[src/design/sdf_pkg.sv]
// ----------------------------------------------------------------------------
// sdf_pkg: shared types, constants and helpers of the smooth damp follower
// Holds the word structs, the sequencer codes and the Q16.16 helpers that
// saturate, take magnitudes and finish fixed-point products.
// ----------------------------------------------------------------------------
package sdf_pkg;

  // Wide intermediate values are Q16.16 held within +-(2^47 - 1).
  typedef logic signed [47:0] wide_t;
  localparam wide_t WIDE_MAX = 48'sh7FFF_FFFF_FFFF;
  localparam logic signed [49:0] WSUM_MAX = 50'sh7FFF_FFFF_FFFF;

  localparam logic [30:0] ST_MIN   = 31'd7;
  localparam logic [30:0] ST_RESET = 31'd19661;
  localparam logic [30:0] MS_RESET = 31'h7FFF_FFFF;
  localparam logic [47:0] K048     = 48'd31457;
  localparam logic [47:0] K0235    = 48'd15401;
  localparam logic [23:0] X_CAP    = 24'h80_0000;

  // Register indexes of the configuration port.
  localparam logic CFG_SMOOTH_TIME = 1'b0;
  localparam logic CFG_MAX_SPEED   = 1'b1;

  typedef struct packed {
    logic signed [31:0] current_x;
    logic signed [31:0] current_y;
    logic signed [31:0] target_x;
    logic signed [31:0] target_y;
    logic        [16:0] delta_time;
  } in_word_t;

  typedef struct packed {
    logic signed [31:0] position_x;
    logic signed [31:0] position_y;
    logic signed [31:0] speed_x;
    logic signed [31:0] speed_y;
  } out_word_t;

  // Request to the divide and square root unit.
  typedef struct packed {
    logic       start;
    logic       sqrt_mode;
    logic [5:0] steps;
  } div_req_t;

  typedef enum logic [1:0] {
    S_IDLE,
    S_ISSUE,
    S_WAIT,
    S_DONE
  } fsm_e;

  typedef enum logic [4:0] {
    ST_OMEGA,
    ST_X,
    ST_X2,
    ST_X3,
    ST_K1,
    ST_K2,
    ST_DECAY,
    ST_LIM,
    ST_SQ,
    ST_ROOT,
    ST_RATIO,
    ST_SC,
    ST_P1,
    ST_TM,
    ST_P2,
    ST_NV,
    ST_Q,
    ST_DOT
  } step_e;

  // Saturating add of two wide values.
  function automatic wide_t wadd(input logic signed [48:0] a, input logic signed [48:0] b);
    logic signed [49:0] s;
    s = 50'(a) + 50'(b);
    if (s > WSUM_MAX) return WIDE_MAX;
    else if (s < -WSUM_MAX) return -WIDE_MAX;
    else return wide_t'(s[47:0]);
  endfunction

  // Magnitude of a signed value below 2^48.
  function automatic logic [47:0] magw(input logic signed [48:0] v);
    logic signed [48:0] n;
    n = -v;
    return v[48] ? n[47:0] : v[47:0];
  endfunction

  // Finish a Q16.16 product: drop the fraction, saturate, apply the sign.
  function automatic wide_t fmul_res(input logic [95:0] prod, input logic neg);
    logic [47:0] m;
    m = (|prod[95:63]) ? 48'(WIDE_MAX) : {1'b0, prod[62:16]};
    return neg ? -wide_t'(m) : wide_t'(m);
  endfunction

  // Saturate to the signed 32-bit range.
  function automatic logic signed [31:0] sat32(input logic signed [48:0] v);
    if (v > 49'sh7FFF_FFFF) return 32'sh7FFF_FFFF;
    else if (v < -49'sh8000_0000) return 32'sh8000_0000;
    else return v[31:0];
  endfunction

endpackage

[src/design/sdf_mul.sv]
// ----------------------------------------------------------------------------
// sdf_mul: multi-cycle unsigned multiplier
// Forms a 48 by 48 bit product in three passes of a 48 by 16 bit multiply,
// taking the digits of the second operand from the top down.
// ----------------------------------------------------------------------------
module sdf_mul (
  input  logic        clk_i,
  input  logic        rst_ni,
  input  logic        start_i,
  input  logic [47:0] a_i,
  input  logic [47:0] b_i,
  output logic        done_o,
  output logic [95:0] prod_o
);
  import sdf_pkg::*;

  logic        busy_q;
  logic [1:0]  cnt_q;
  logic        done_q;
  logic [47:0] a_q;
  logic [47:0] b_q;
  logic [95:0] acc_q;
  logic [63:0] part;

  // One partial product per cycle.
  assign part = a_q * b_q[47:32];

  // Pass control.
  always_ff @(posedge clk_i or negedge rst_ni) begin
    if (!rst_ni) begin
      busy_q <= 1'b0;
      cnt_q  <= '0;
      done_q <= 1'b0;
    end else begin
      done_q <= 1'b0;
      if (start_i) begin
        busy_q <= 1'b1;
        cnt_q  <= 2'd2;
      end else if (busy_q) begin
        cnt_q <= cnt_q - 2'd1;
        if (cnt_q == 2'd0) begin
          busy_q <= 1'b0;
          done_q <= 1'b1;
        end
      end
    end
  end

  // Shift and accumulate.
  always_ff @(posedge clk_i) begin
    if (start_i) begin
      a_q   <= a_i;
      b_q   <= b_i;
      acc_q <= '0;
    end else if (busy_q) begin
      acc_q <= {acc_q[79:0], 16'b0} + 96'(part);
      b_q   <= {b_q[31:0], 16'b0};
    end
  end

  assign done_o = done_q;
  assign prod_o = acc_q;

endmodule

[config.mk]
export PLATFORM = sky130hd
export DESIGN_NAME = sdf_mul
export DESIGN_NICKNAME = d
export VERILOG_FILES = /design/src/design/sdf_pkg.sv /design/src/design/sdf_mul.sv
export SDC_FILE = /design/constraint.sdc
export NUM_CORES = 2
export LEC_CHECK = 0
export BUFFER_PORTS_ARGS = -buffer_cell sky130_fd_sc_hd__buf_2
export CORE_ASPECT_RATIO = 0.7
export CORE_MARGIN = 2
export CORE_UTILIZATION = 51
export CTS_CLUSTER_SIZE = 28
export DETAILED_ROUTE_END_ITERATION = 7
export PLACE_DENSITY_LB_ADDON = 0.12
export SYNTH_ARGS = -nofsm -noshare
export SYNTH_HDL_FRONTEND = slang
export SYNTH_SLANG_ARGS = --single-unit
export TNS_END_PERCENT = 50
[constraint.sdc]
create_clock -name clk_i -period 13.8 [get_ports clk_i]
set_input_delay 0 -clock clk_i [delete_from_list [all_inputs] [get_ports clk_i]]
set_output_delay 0 -clock clk_i [all_outputs]
set_load 0.03 [all_outputs]
==> flow_summary.json <==
{
  "drc": 0,
  "regArea_um2": 4908,
  "status": "complete, no violations",
  "cts.htree.levels": 4,
  "slew_headroom_pct": 20.99,
  "clk_latency_ps": 510,
  "yosysWarningCount": 0,
  "crit_type": "flip-flop to flip-flop",
  "worst-path-max-fanout": 48,
  "ys_types": 75,
  "final-hold-violation-count": 0,
  "netlist_top_cells_area": "fa_1, inv_1, edfxtp_1",
  "synth_top_area_cell": "fa_1",
  "syn2layout_area_growth_pct": 9.382,
  "post_cts_buffers": 0,
  "syn_area_um2": 33580,
  "clkTransAtPathRegs_ps": 100,
  "grt_setup_unrepaired": "false",
  "first_pass_iters": 5,
  "multi_input_area_um2": 24470,
  "cp-end-kind": "flip-flop",
  "portBuffers": 195,
  "drv_cap": 0,
  "synth_edf_count": 96,
  "fin_crit_sh_pct": 57.87,
  "die_w_um": 310.7,
  "finalSetupViolations": 0,
  "rows": 78,
  "via_per_inst": 5.271,
  "die_h_um": 218.7,
  "yosysSeqAreaShare_pct": 14.61,
  "hold_class": "input port to flip-flop",
  "worstMarginPinSlew_ps": 1182,
  "critPathArrivalTime_ps": 8400,
  "cts_tree": "built",
  "cp_slowest_stage_delay_ps": 1070,
  "dp_slack_ps": 6030,
  "setup_ws_ps": 5815,
  "cp_data_required_time_ps": 14210,
  "cp_top_family": "adder cells",
  "fin_nets": 4810,
  "drive_above_1_share_pct": 8.116,
  "root_buffer": "clkbuf_16",
  "period_needed_ps": 7985,
  "ys_ff_latch": 196,
  "cts_buffer_depth": 2,
  "synth_ff_type": "edfxtp_1",
  "grt_pass1_wl_um": 151900,
  "grt_start_max_net_pins": 81,
  "async_flop_share_pct": 2.041,
  "synth_top_area_share_pct": 41.14,
  "setup_tns_ps": 0,
  "cts.sinks": 196,
  "grt_overflow": 0,
  "fillers": 5996,
  "cts_buffers": 17,
  "path_cells": "buf_4, nand2_1, fa_1, inv_1, fa_1, inv_1, fa_1, inv_1, fa_1, fa_1, inv_1, fa_1, inv_1, ha_1, a21o_1, a31o_2, a31oi_1, a2111oi_1, o21ba_2, o211ai_1, buf_4, a211oi_2, nand3b_1, a311oi_1",
  "synthCells": 3725,
  "critPathSlowestCell": "a2111oi_1",
  "finClkSkew_ps": 18.36,
  "grt_pass1_vias": 25690,
  "syn_area_per_cell_um2": 9.015,
  "wl_um": 95610,
  "start_util_pct": 51.66,
  "io_pins": 196,
  "globalplace.congestion": 0.9637,
  "vias": 25110,
  "antenna_found_initial": 2,
  "coreArea_um2": 65000,
  "wl_per_cell_um": 20.07,
  "slew_viol_final": 0,
  "r2r_setup_slack_ps": 5810,
  "place_hpwl_um": 74460,
  "max_clock_freq_ghz": 0.1252,
  "syn-num-nets": 4667,
  "crit_buf_inv": 7,
  "start_kind": "flip-flop",
  "grtUsageTotal_pct": 29.41,
  "die-area_um2": 67940,
  "antenna_left": 0,
  "cpMostUsedCell": "fa_1",
  "drtIter0Drc": 2113
}
[logic make-up (layout without fill, tap and decap cells)]
kind of cell / Yosys count / after routing / synth area share (%)
compound gates: 338 / 338 / 6.934
fa+ha+maj: 843 / 843 / 46.84
xor+xnor: 64 / 64 / 1.669
flops: 196 / 196 / 14.61
simple gates: 1105 / 1105 / 15.38
other cells: 0 / 2 / 0
buf+inv: 1115 / 1271 / 12.55
mux: 64 / 64 / 2.031
[cells in the mapped netlist (30+ instances only)]
master and instances:
inv_1 920, fa_1 690, nand2_1 601, and2_1 280, clkbuf_1 170, ha_1 153
dfxtp_1 96, edfxtp_1 96, nor2_1 91, a21oi_1 74, o21ai_0 59, a21o_1 44
xnor2_1 40, mux2_2 33, mux2i_1 31, nand3_1 30
[final cells by class]
class	instances	share of cell area (%)
Inverter	920	9.402
Clock buffer	17	1.158
Multi-Input combinational cell	2414	66.61
Sequential cell	196	13.36
Antenna cell	2	0.01363
Timing Repair Buffer	319	5.883
Tap cell	880	2.998
Clock inverter	15	0.5689
[layer usage]
layer / up-vias / GRT usage [%] / wire (um)
met5: - / 0 / 0
met4: 0 / 7.021 / 1945
met3: 106 / 7.800 / 8773
met2: 974 / 43.63 / 41100
met1: 12630 / 43.03 / 43800
li1: 11400 / - / -
[through the flow]
step                utilization [%]  cells  instance area, um2  hold slack [ps]
floorplan                         -   3725               33580           -295.6
finish                        56.51   4763               36730            187.0
detailed placement            54.00   4630               35100           -184.3
global placement              54.00   4630               35100           -187.1
CTS                           56.50   4761               36730            149.8
global route                  56.51   4762               36730            179.7
[worst register-to-register path: cells and delay by family (launching register included)]
family | cells | cell delay (ps)
buf+inv | 7 | 1070
simple gates | 2 | 340
fa+ha+maj | 7 | 3490
compound gates | 8 | 2640
flops | 1 | 330
[sequential cells by signal (all words and copies together), names as in the netlist]
name    count
done_o      1
busy_q      1
cnt_q       2
prod_o     96
a_q        48
b_q        48
[layout by cell type, fill, tap and decap left out, types with 10 or more instances in the layout]
cell,synthesis,routed
xor2_1,24,24
nand4_1,25,25
a21oi_1,74,74
o21bai_1,13,13
a31oi_1,10,10
mux2_2,33,33
inv_1,920,919
and2_1,280,280
nor2_1,91,90
clkbuf_16,0,17
fa_1,690,690
dfxtp_1,96,96
xnor2_1,40,40
buf_4,1,25
o22ai_1,10,10
or3_1,10,10
edfxtp_1,96,96
o21ai_0,59,59
nand2_1,601,601
nor3_1,10,10
a211oi_1,16,16
nand2b_1,12,11
ha_1,153,153
a311oi_1,11,11
a21o_1,44,44
o31ai_1,11,11
and3_1,10,10
mux2i_1,31,31
buf_2,13,194
dlygate4sd3_1,0,99
o211ai_1,18,18
nand3_1,30,30
[timing repair]
item                                   4_1_cts  5_1_grt
endpoints found under the hold margin      118        0
hold buffers                                99        0
resized for setup                            0        0
[final timing paths]
path                       startpoint         end  cells after the start
min reg2reg                prod_o[83]  prod_o[83]                      2
min in group asynchronous      rst_ni    cnt_q[1]                      3
min                           a_i[27]     a_q[27]                      2
max in group asynchronous      rst_ni      busy_q                      3
max reg2reg                   b_q[40]  prod_o[93]                     24
max                           b_q[40]  prod_o[93]                     24
Power is left out: the tool's default activity adds up to more than one toggle a clock period on the data nets, which glitch-free logic cannot reach.
