$ cat src/design/sdf_pkg.sv
// ----------------------------------------------------------------------------
// sdf_pkg: shared types, constants and helpers of the smooth damp follower
// Holds the word structs, the sequencer codes and the Q16.16 helpers that
// saturate, take magnitudes and finish fixed-point products.
// ----------------------------------------------------------------------------
package sdf_pkg;

  // Wide intermediate values are Q16.16 held within +-(2^47 - 1).
  typedef logic signed [47:0] wide_t;
  localparam wide_t WIDE_MAX = 48'sh7FFF_FFFF_FFFF;
  localparam logic signed [49:0] WSUM_MAX = 50'sh7FFF_FFFF_FFFF;

  localparam logic [30:0] ST_MIN   = 31'd7;
  localparam logic [30:0] ST_RESET = 31'd19661;
  localparam logic [30:0] MS_RESET = 31'h7FFF_FFFF;
  localparam logic [47:0] K048     = 48'd31457;
  localparam logic [47:0] K0235    = 48'd15401;
  localparam logic [23:0] X_CAP    = 24'h80_0000;

  // Register indexes of the configuration port.
  localparam logic CFG_SMOOTH_TIME = 1'b0;
  localparam logic CFG_MAX_SPEED   = 1'b1;

  typedef struct packed {
    logic signed [31:0] current_x;
    logic signed [31:0] current_y;
    logic signed [31:0] target_x;
    logic signed [31:0] target_y;
    logic        [16:0] delta_time;
  } in_word_t;

  typedef struct packed {
    logic signed [31:0] position_x;
    logic signed [31:0] position_y;
    logic signed [31:0] speed_x;
    logic signed [31:0] speed_y;
  } out_word_t;

  // Request to the divide and square root unit.
  typedef struct packed {
    logic       start;
    logic       sqrt_mode;
    logic [5:0] steps;
  } div_req_t;

  typedef enum logic [1:0] {
    S_IDLE,
    S_ISSUE,
    S_WAIT,
    S_DONE
  } fsm_e;

  typedef enum logic [4:0] {
    ST_OMEGA,
    ST_X,
    ST_X2,
    ST_X3,
    ST_K1,
    ST_K2,
    ST_DECAY,
    ST_LIM,
    ST_SQ,
    ST_ROOT,
    ST_RATIO,
    ST_SC,
    ST_P1,
    ST_TM,
    ST_P2,
    ST_NV,
    ST_Q,
    ST_DOT
  } step_e;

  // Saturating add of two wide values.
  function automatic wide_t wadd(input logic signed [48:0] a, input logic signed [48:0] b);
    logic signed [49:0] s;
    s = 50'(a) + 50'(b);
    if (s > WSUM_MAX) return WIDE_MAX;
    else if (s < -WSUM_MAX) return -WIDE_MAX;
    else return wide_t'(s[47:0]);
  endfunction

  // Magnitude of a signed value below 2^48.
  function automatic logic [47:0] magw(input logic signed [48:0] v);
    logic signed [48:0] n;
    n = -v;
    return v[48] ? n[47:0] : v[47:0];
  endfunction

  // Finish a Q16.16 product: drop the fraction, saturate, apply the sign.
  function automatic wide_t fmul_res(input logic [95:0] prod, input logic neg);
    logic [47:0] m;
    m = (|prod[95:63]) ? 48'(WIDE_MAX) : {1'b0, prod[62:16]};
    return neg ? -wide_t'(m) : wide_t'(m);
  endfunction

  // Saturate to the signed 32-bit range.
  function automatic logic signed [31:0] sat32(input logic signed [48:0] v);
    if (v > 49'sh7FFF_FFFF) return 32'sh7FFF_FFFF;
    else if (v < -49'sh8000_0000) return 32'sh8000_0000;
    else return v[31:0];
  endfunction

endpackage

$ cat src/design/sdf_div.sv
// ----------------------------------------------------------------------------
// sdf_div: iterative divider and square root unit
// Restoring division with one quotient bit per cycle, or restoring square
// root with one result bit per cycle, over a numerator streamed from the top.
// ----------------------------------------------------------------------------
module sdf_div (
  input  logic             clk_i,
  input  logic             rst_ni,
  input  sdf_pkg::div_req_t req_i,
  input  logic [39:0]      rem0_i,
  input  logic [77:0]      stream_i,
  input  logic [39:0]      divisor_i,
  output logic             done_o,
  output logic [33:0]      quo_o,
  output logic             exact_o
);
  import sdf_pkg::*;

  logic        busy_q;
  logic        sqrt_q;
  logic [5:0]  cnt_q;
  logic        done_q;
  logic [39:0] rem_q;
  logic [77:0] stream_q;
  logic [39:0] divisor_q;
  logic [33:0] quo_q;
  logic [41:0] trial;
  logic [41:0] cand;
  logic        take;

  // One step: bring down one bit (divide) or two bits (root) and try.
  always_comb begin
    if (sqrt_q) begin
      cand  = {rem_q, stream_q[77:76]};
      trial = 42'({quo_q, 2'b01});
    end else begin
      cand  = {1'b0, rem_q, stream_q[77]};
      trial = 42'(divisor_q);
    end
    take = (cand >= trial);
  end

  // Step control.
  always_ff @(posedge clk_i or negedge rst_ni) begin
    if (!rst_ni) begin
      busy_q <= 1'b0;
      cnt_q  <= '0;
      done_q <= 1'b0;
    end else begin
      done_q <= 1'b0;
      if (req_i.start) begin
        busy_q <= 1'b1;
        cnt_q  <= req_i.steps - 6'd1;
      end else if (busy_q) begin
        cnt_q <= cnt_q - 6'd1;
        if (cnt_q == 6'd0) begin
          busy_q <= 1'b0;
          done_q <= 1'b1;
        end
      end
    end
  end

  // Remainder, quotient and numerator stream.
  always_ff @(posedge clk_i) begin
    if (req_i.start) begin
      sqrt_q    <= req_i.sqrt_mode;
      rem_q     <= rem0_i;
      stream_q  <= stream_i;
      divisor_q <= divisor_i;
      quo_q     <= '0;
    end else if (busy_q) begin
      rem_q    <= take ? 40'(cand - trial) : cand[39:0];
      quo_q    <= {quo_q[32:0], take};
      stream_q <= sqrt_q ? {stream_q[75:0], 2'b0} : {stream_q[76:0], 1'b0};
    end
  end

  assign done_o  = done_q;
  assign quo_o   = quo_q;
  assign exact_o = (rem_q == '0);

endmodule

$ cat config.mk
export PLATFORM = sky130hd
export DESIGN_NAME = sdf_div
export DESIGN_NICKNAME = d
export VERILOG_FILES = /design/src/design/sdf_pkg.sv /design/src/design/sdf_div.sv
export SDC_FILE = /design/constraint.sdc
export NUM_CORES = 1
export LEC_CHECK = 0
export ABC_AREA = 0
export BUFFER_PORTS_ARGS = -buffer_cell sky130_fd_sc_hd__buf_4
export CORE_UTILIZATION = 50
export CTS_BUF_LIST = sky130_fd_sc_hd__clkbuf_8
export DETAILED_ROUTE_END_ITERATION = 12
export PLACE_DENSITY = 0.69
export SYNTH_ARGS = -nofsm -noshare
export SYNTH_HDL_FRONTEND = slang
export SYNTH_SLANG_ARGS = --single-unit
$ cat constraint.sdc
create_clock -name clk_i -period 10.3 [get_ports clk_i]
set_clock_uncertainty 0.2 [all_clocks]
set_input_delay 1.03 -clock clk_i [delete_from_list [all_inputs] [get_ports clk_i]]
set_output_delay 1.03 -clock clk_i [all_outputs]
set_load 0.05 [all_outputs]
==> results.toml, run 1 <==
[sta]
max-slew-margin-rel_pct = 26.49
fmax_ghz = 0.1975
worst_pin_slew_ns = 1.103
report.final.hold_viol_count = 0
finalSetupViolations = 0
slew_viol_final = 0
fin_tns_setup_ns = 0
min_period_ns = 5.064
rsz0062_at_grt = "false"
period_share_pct = 49.17

[cts]
cts_htree_levels = 2
cts_hold_buffers = 0
clockBufferDepth = 3
root_buffer = "clkbuf_8"
ctsResizeCount = 0
path_clk_slew_ns = 0.06
postCtsSetupBuffers = 0
clock_latency_ns = 0.53
cts.sinks = 201
cts_tree = "yes"
numCtsBuffers = 36

[synthesis]
yosysTopAreaCell = "edfxtp_1"
synth_cells = 1180
yosys-top-cells-area = "edfxtp_1, mux2i_1, dfxtp_1"
syn_nets = 1390
synth_edf_count = 159
synthFlopType = "edfxtp_1"
ys_ff_latch = 201
syn_area_um2 = 12360
yosysUniqueCellTypes = 75
ys_seq_area_share_pct = 45.75
synth_top_area_share_pct = 38.62
yosys_warnings = 0
syn_area_per_cell_um2 = 10.48
async_flop_share_pct = 3.980

[worst_setup_path]
critical_path_class = "reg2reg"
ff2ff_setup_slack_ns = 5.24
cp.arrival_ns = 5.14
end_kind = "flip-flop"
r2r_cells = 13
timing.rr.start = "sqrt_q"
start_kind = "flip-flop"
cp_max_fo = 47
cp.required_ns = 10.37
reg2reg_to = "rem_q[12]"

[pwr]
powerDensity_nw_per_um2 = 253.5
comb_power_share_pct = 48.4
swShare_pct = 39.33
power_frac_seq_pct = 32.0
p_int_uw = 2262
p_switching_uw = 1466
peakVddDrop_uv = 127.6
power_frac_clock_pct = 19.6
power.leakage_uw = 0.006490

[detailed_routing]
drt_iter0_drc = 663
wire_per_inst_um = 17.75
vias = 9674
dr.pass1.iters = 7
drc = 0
routed_wl_um = 30250
viasPerCell = 5.677
antenna_left = 0

[layout]
final_area_um2 = 14710
drive_gt1_share_pct = 24.42
post-route-util_pct = 60.65
layout_common_cells = "buf_4, mux2i_1, edfxtp_1"
n_antenna_cell = 0
syn_to_final_growth_pct = 18.96
fillers = 2097
final_common_cell = "buf_4"
multi_input_area_um2 = 6300
final_cells = 1704
final_net_count = 1564
ff_latch_area_um2 = 5657

[global_routing]
overflow = 0
grtUsageTotal_pct = 23.60
grt.busiest_layer = "met2"
gr-usage-met2_pct = 38.12
grt_pass1_wl_um = 48410
grt_start_max_net_pins = 129
grt_use_met1_pct = 31.82
antenna_found_initial = 0
grt_pass1_vias = 9352
met3_usage_pct = 3.985

[die]
die_area_um2 = 25360
die_w_um = 159.2
die-height_um = 159.2
start_util_pct = 50.98
coreArea_um2 = 24250
pin_count = 204
rows = 57

[placed_design]
gp_congestion = 0.9488
place_area_um2 = 14010
dp_cells = 1640
dpl.hpwl_um = 21610
numPortBuffers = 203

[run_status]
status = "completed"

[job]
drv_cap = 0

[hold_path]
min_path_type = "in2async"
-- power groups by stage --
stage | clock network [uW] | logic [uW] | registers, uW
floorplan | 0 | 1410 | 1170
global placement | 0 | 1760 | 1200
detailed placement | 0 | 1780 | 1210
CTS | 751 | 1790 | 1190
global route | 789 | 1980 | 1210
finish | 731 | 1800 | 1190
-- area by class of cell --
class	instances	area share, %
well taps	324	2.757
clock inverters	25	1.098
inverters	12	0.3233
clock buffers	39	3.650
repair buffers	212	10.87
flip-flops and latches	201	38.47
multi-input cells	891	42.84
-- worst max-delay path: stages, from the launching register on --
cell and delay, ns:
edfxtp_1 0.34, buf_4 0.53, buf_4 0.66, mux2_2 0.44, ha_1 0.53, nand2_1 0.09
o21ai_0 0.39, a21o_1 0.14, a211oi_1 0.06, o21a_2 0.25, nand2_2 0.06, buf_4 0.43
mux2_2 0.39, mux2_2 0.25
-- kinds of logic (layout without fill, tap and decap cells) --
family	count (synthesis)	count (layout)	synth area share [%]
flops	201	201	45.75
buf+inv	88	288	3.289
simple gates	327	327	12.56
mux	216	216	18.11
fa+ha+maj	42	42	4.312
xor+xnor	36	36	2.551
compound gates	270	270	13.43
-- registers in the layout, summed over array words and instances, names as in the netlist --
name / cells
busy_q: 1
cnt_q: 6
divisor_q: 40
done_o: 1
quo_o: 34
rem_q: 40
sqrt_q: 1
stream_q: 78
-- cells in the mapped netlist (all sizes together) (7+ instances only) --
cell    instances
mux2           49
dfrtp           8
nand2b         14
buf            42
nor2           83
nand2         127
xnor2          22
ha             41
a211oi         15
a21o           12
dfxtp          34
nand3          15
mux2i         167
clkbuf         34
nand4          17
a221o           7
nor4           17
o21a            7
a21oi          68
o21ai         119
edfxtp        159
xor2           14
and3           13
inv            12
nor3           10
-- stage by stage --
| step | power (uW) | worst slack, ns | hold WS (ns) |
|---|---|---|---|
| after floorplan | 2574 | 5.641 | 0.2715 |
| after CTS | 3733 | 5.246 | 0.09602 |
| after global placement | 2968 | 5.341 | 0.3060 |
| final | 3728 | 5.236 | 0.1127 |
| after detailed placement | 2986 | 5.238 | 0.3108 |
| after global routing | 3978 | 4.956 | 0.1003 |
-- how the worst max path moves through the flow --
stage | startpoint | end | depth (start not counted)
after floorplan | req_i[7] | rem_q[0] | 4
after global placement | sqrt_q | rem_q[12] | 13
after detailed placement | sqrt_q | rem_q[5] | 14
after CTS | sqrt_q | rem_q[5] | 14
after global routing | sqrt_q | rem_q[5] | 14
final | sqrt_q | rem_q[12] | 13
-- routing by layer --
metal  routed length, um  share of wire, %
met5                   0                 0
met4                 916               3.0
met3                1467               4.8
met2               14060                46
met1               13810                46
Note: power is estimated with default switching activity, not from simulation.
==> run 2, diff against run 1 <==
--- a/config.mk
+++ b/config.mk
@@ -10,7 +10,7 @@
 export CORE_UTILIZATION = 50
 export CTS_BUF_LIST = sky130_fd_sc_hd__clkbuf_8
 export DETAILED_ROUTE_END_ITERATION = 12
-export PLACE_DENSITY = 0.69
+export PLACE_DENSITY = 0.72
 export SYNTH_ARGS = -nofsm -noshare
 export SYNTH_HDL_FRONTEND = slang
 export SYNTH_SLANG_ARGS = --single-unit
==> constraint.sdc (replaced) <==
create_clock -name clk_i -period 4.3 [get_ports clk_i]
set_clock_uncertainty 0.2 [all_clocks]
set_input_delay 0.43 -clock clk_i [delete_from_list [all_inputs] [get_ports clk_i]]
set_output_delay 0.43 -clock clk_i [all_outputs]
set_load 0.05 [all_outputs]
==> results.toml, run 2 (same netlist as run 1, synthesis figures left out) <==
[run_status]
status = "completed"

[sta]
min_period_ns = 4.126
whs_ns = 0.004376
slew_viol_final = 0
setup_slack_ns = 0.1738
period_share_pct = 95.96
max-slew-margin-rel_pct = 38.74
report.final.hold_viol_count = 0
worst_pin_slew_ns = 0.9189
finalSetupViolations = 0
fin_tns_setup_ns = 0
fmax_ghz = 0.2424

[worst_setup_path]
r2r_cells = 11
timing.rr.start = "sqrt_q"
critical_path_class = "reg2reg"
cp_max_fo = 58
crit_end = "rem_q[29]"
cp.arrival_ns = 4.19
end_kind = "flip-flop"
ff2ff_setup_slack_ns = 0.17
critPathLaunch = "sqrt_q"
start_kind = "flip-flop"
reg2reg_to = "rem_q[29]"
cp.required_ns = 4.36

[cts]
clock_latency_ns = 0.54
clockBufferDepth = 3
path_clk_slew_ns = 0.06
root_buffer = "clkbuf_8"
cts.sinks = 201
numCtsBuffers = 36
postCtsSetupBuffers = 0
cts_htree_levels = 2
cts_tree = "yes"

[die]
die_area_um2 = 25360
die_w_um = 159.2
pin_count = 204
start_util_pct = 50.98
rows = 57
die-height_um = 159.2
coreArea_um2 = 24250

[layout]
largest_reg_flops = 78
final_cells = 1830
reg.largest.list = "stream_q x78, divisor_q x40, rem_q x40"
syn_to_final_growth_pct = 29.25
layout_common_cells = "buf_4, mux2i_1, edfxtp_1"
multi_input_area_um2 = 6317
n_antenna_cell = 0
ff_latch_area_um2 = 5657
largest-register = "stream_q"
final_common_cell = "buf_4"
fillers = 1868
final_net_count = 1689
drive_gt1_share_pct = 23.44

[detailed_routing]
viasPerCell = 5.638
routed_wl_um = 33000
antenna_left = 0
wire_per_inst_um = 18.03
drc = 0
drt_iter0_drc = 762
dr.pass1.iters = 5
vias = 10318

[global_routing]
antenna_found_initial = 0
grt_start_max_net_pins = 143
grt_pass1_wl_um = 52710
grt_pass1_vias = 10312
grtUsageTotal_pct = 25.78
overflow = 0

[pwr]
p_switching_uw = 3619
p_int_uw = 5501
peakVddDrop_uv = 384.0
swShare_pct = 39.68
power_frac_seq_pct = 31.3
comb_power_share_pct = 49.8
powerDensity_nw_per_um2 = 570.8
power_frac_clock_pct = 18.9
power.leakage_uw = 0.007020

[job]
drv_cap = 0

[placed_design]
dpl.hpwl_um = 22380
preCtsSetupSlack_ns = 0.1065
numPortBuffers = 203
dp_cells = 1653
gp_congestion = 0.9890

[hold_path]
min_path_type = "in2reg"
==> run 2: stage by stage <==
stage	util (%)	area [um2]	power [uW]
finish	65.89	15980	9120
global route	65.89	15980	9705
CTS	65.82	15960	9087
detailed placement	58.37	14150	7248
global placement	58.37	14150	7203
floorplan	-	12360	6166
==> run 2: power groups by stage <==
stage,sequential (uW),combinational [uW],clock [uW]
2_1_floorplan,2790,3370,0
3_3_place_gp,2880,4320,0
3_5_place_dp,2880,4360,0
4_1_cts,2850,4470,1760
5_1_grt,2900,4960,1850
6_report,2850,4540,1720
==> run 2: layer usage <==
metal | vias up | share of wire [%] | global-route usage (%)
li1 | 5015 | - | -
met1 | 4870 | 43 | 32.66
met2 | 342 | 48 | 43.32
met3 | 91 | 5.8 | 4.923
met4 | 0 | 3.4 | 10.58
met5 | - | 0 | 0
==> run 2: how the worst min path moves through the flow <==
stage                 start           end  slack, ns  cells past startpoint
2_1_floorplan        rst_ni        busy_q      -0.07                      0
3_3_place_gp         rst_ni        done_o       0.06                      1
3_5_place_dp         rst_ni        done_o       0.06                      1
4_1_cts        stream_i[69]  stream_q[69]     0.0007                      3
5_1_grt          rem0_i[12]     rem_q[12]     0.0007                      2
6_report        stream_i[2]   stream_q[2]      0.004                      3
==> run 2: final cells by class <==
cell class                      instances  area share [%]
Clock buffer                           39           3.359
Clock inverter                         26          0.9240
Inverter                               12          0.2976
Multi-Input combinational cell        891           39.54
Sequential cell                       201           35.40
Tap cell                              324           2.537
Timing Repair Buffer                  337           17.94
==> run 2: what timing repair did <==
item | CTS | global route
endpoints found under the setup margin | 0 | 18
gates resized for setup | 0 | 4
hold endpoints to repair | 119 | 0
hold buffers | 112 | 0
==> run 2: critical path, stage by stage, from the launching register on <==
cell,delay [ns]
edfxtp_1,0.40
buf_12,0.32
mux2_2,0.39
ha_1,0.39
a21oi_1,0.30
o21ai_0,0.25
a21o_1,0.21
a211oi_1,0.20
o21a_2,0.24
and2_4,0.36
nor2_2,0.17
a221o_1,0.37
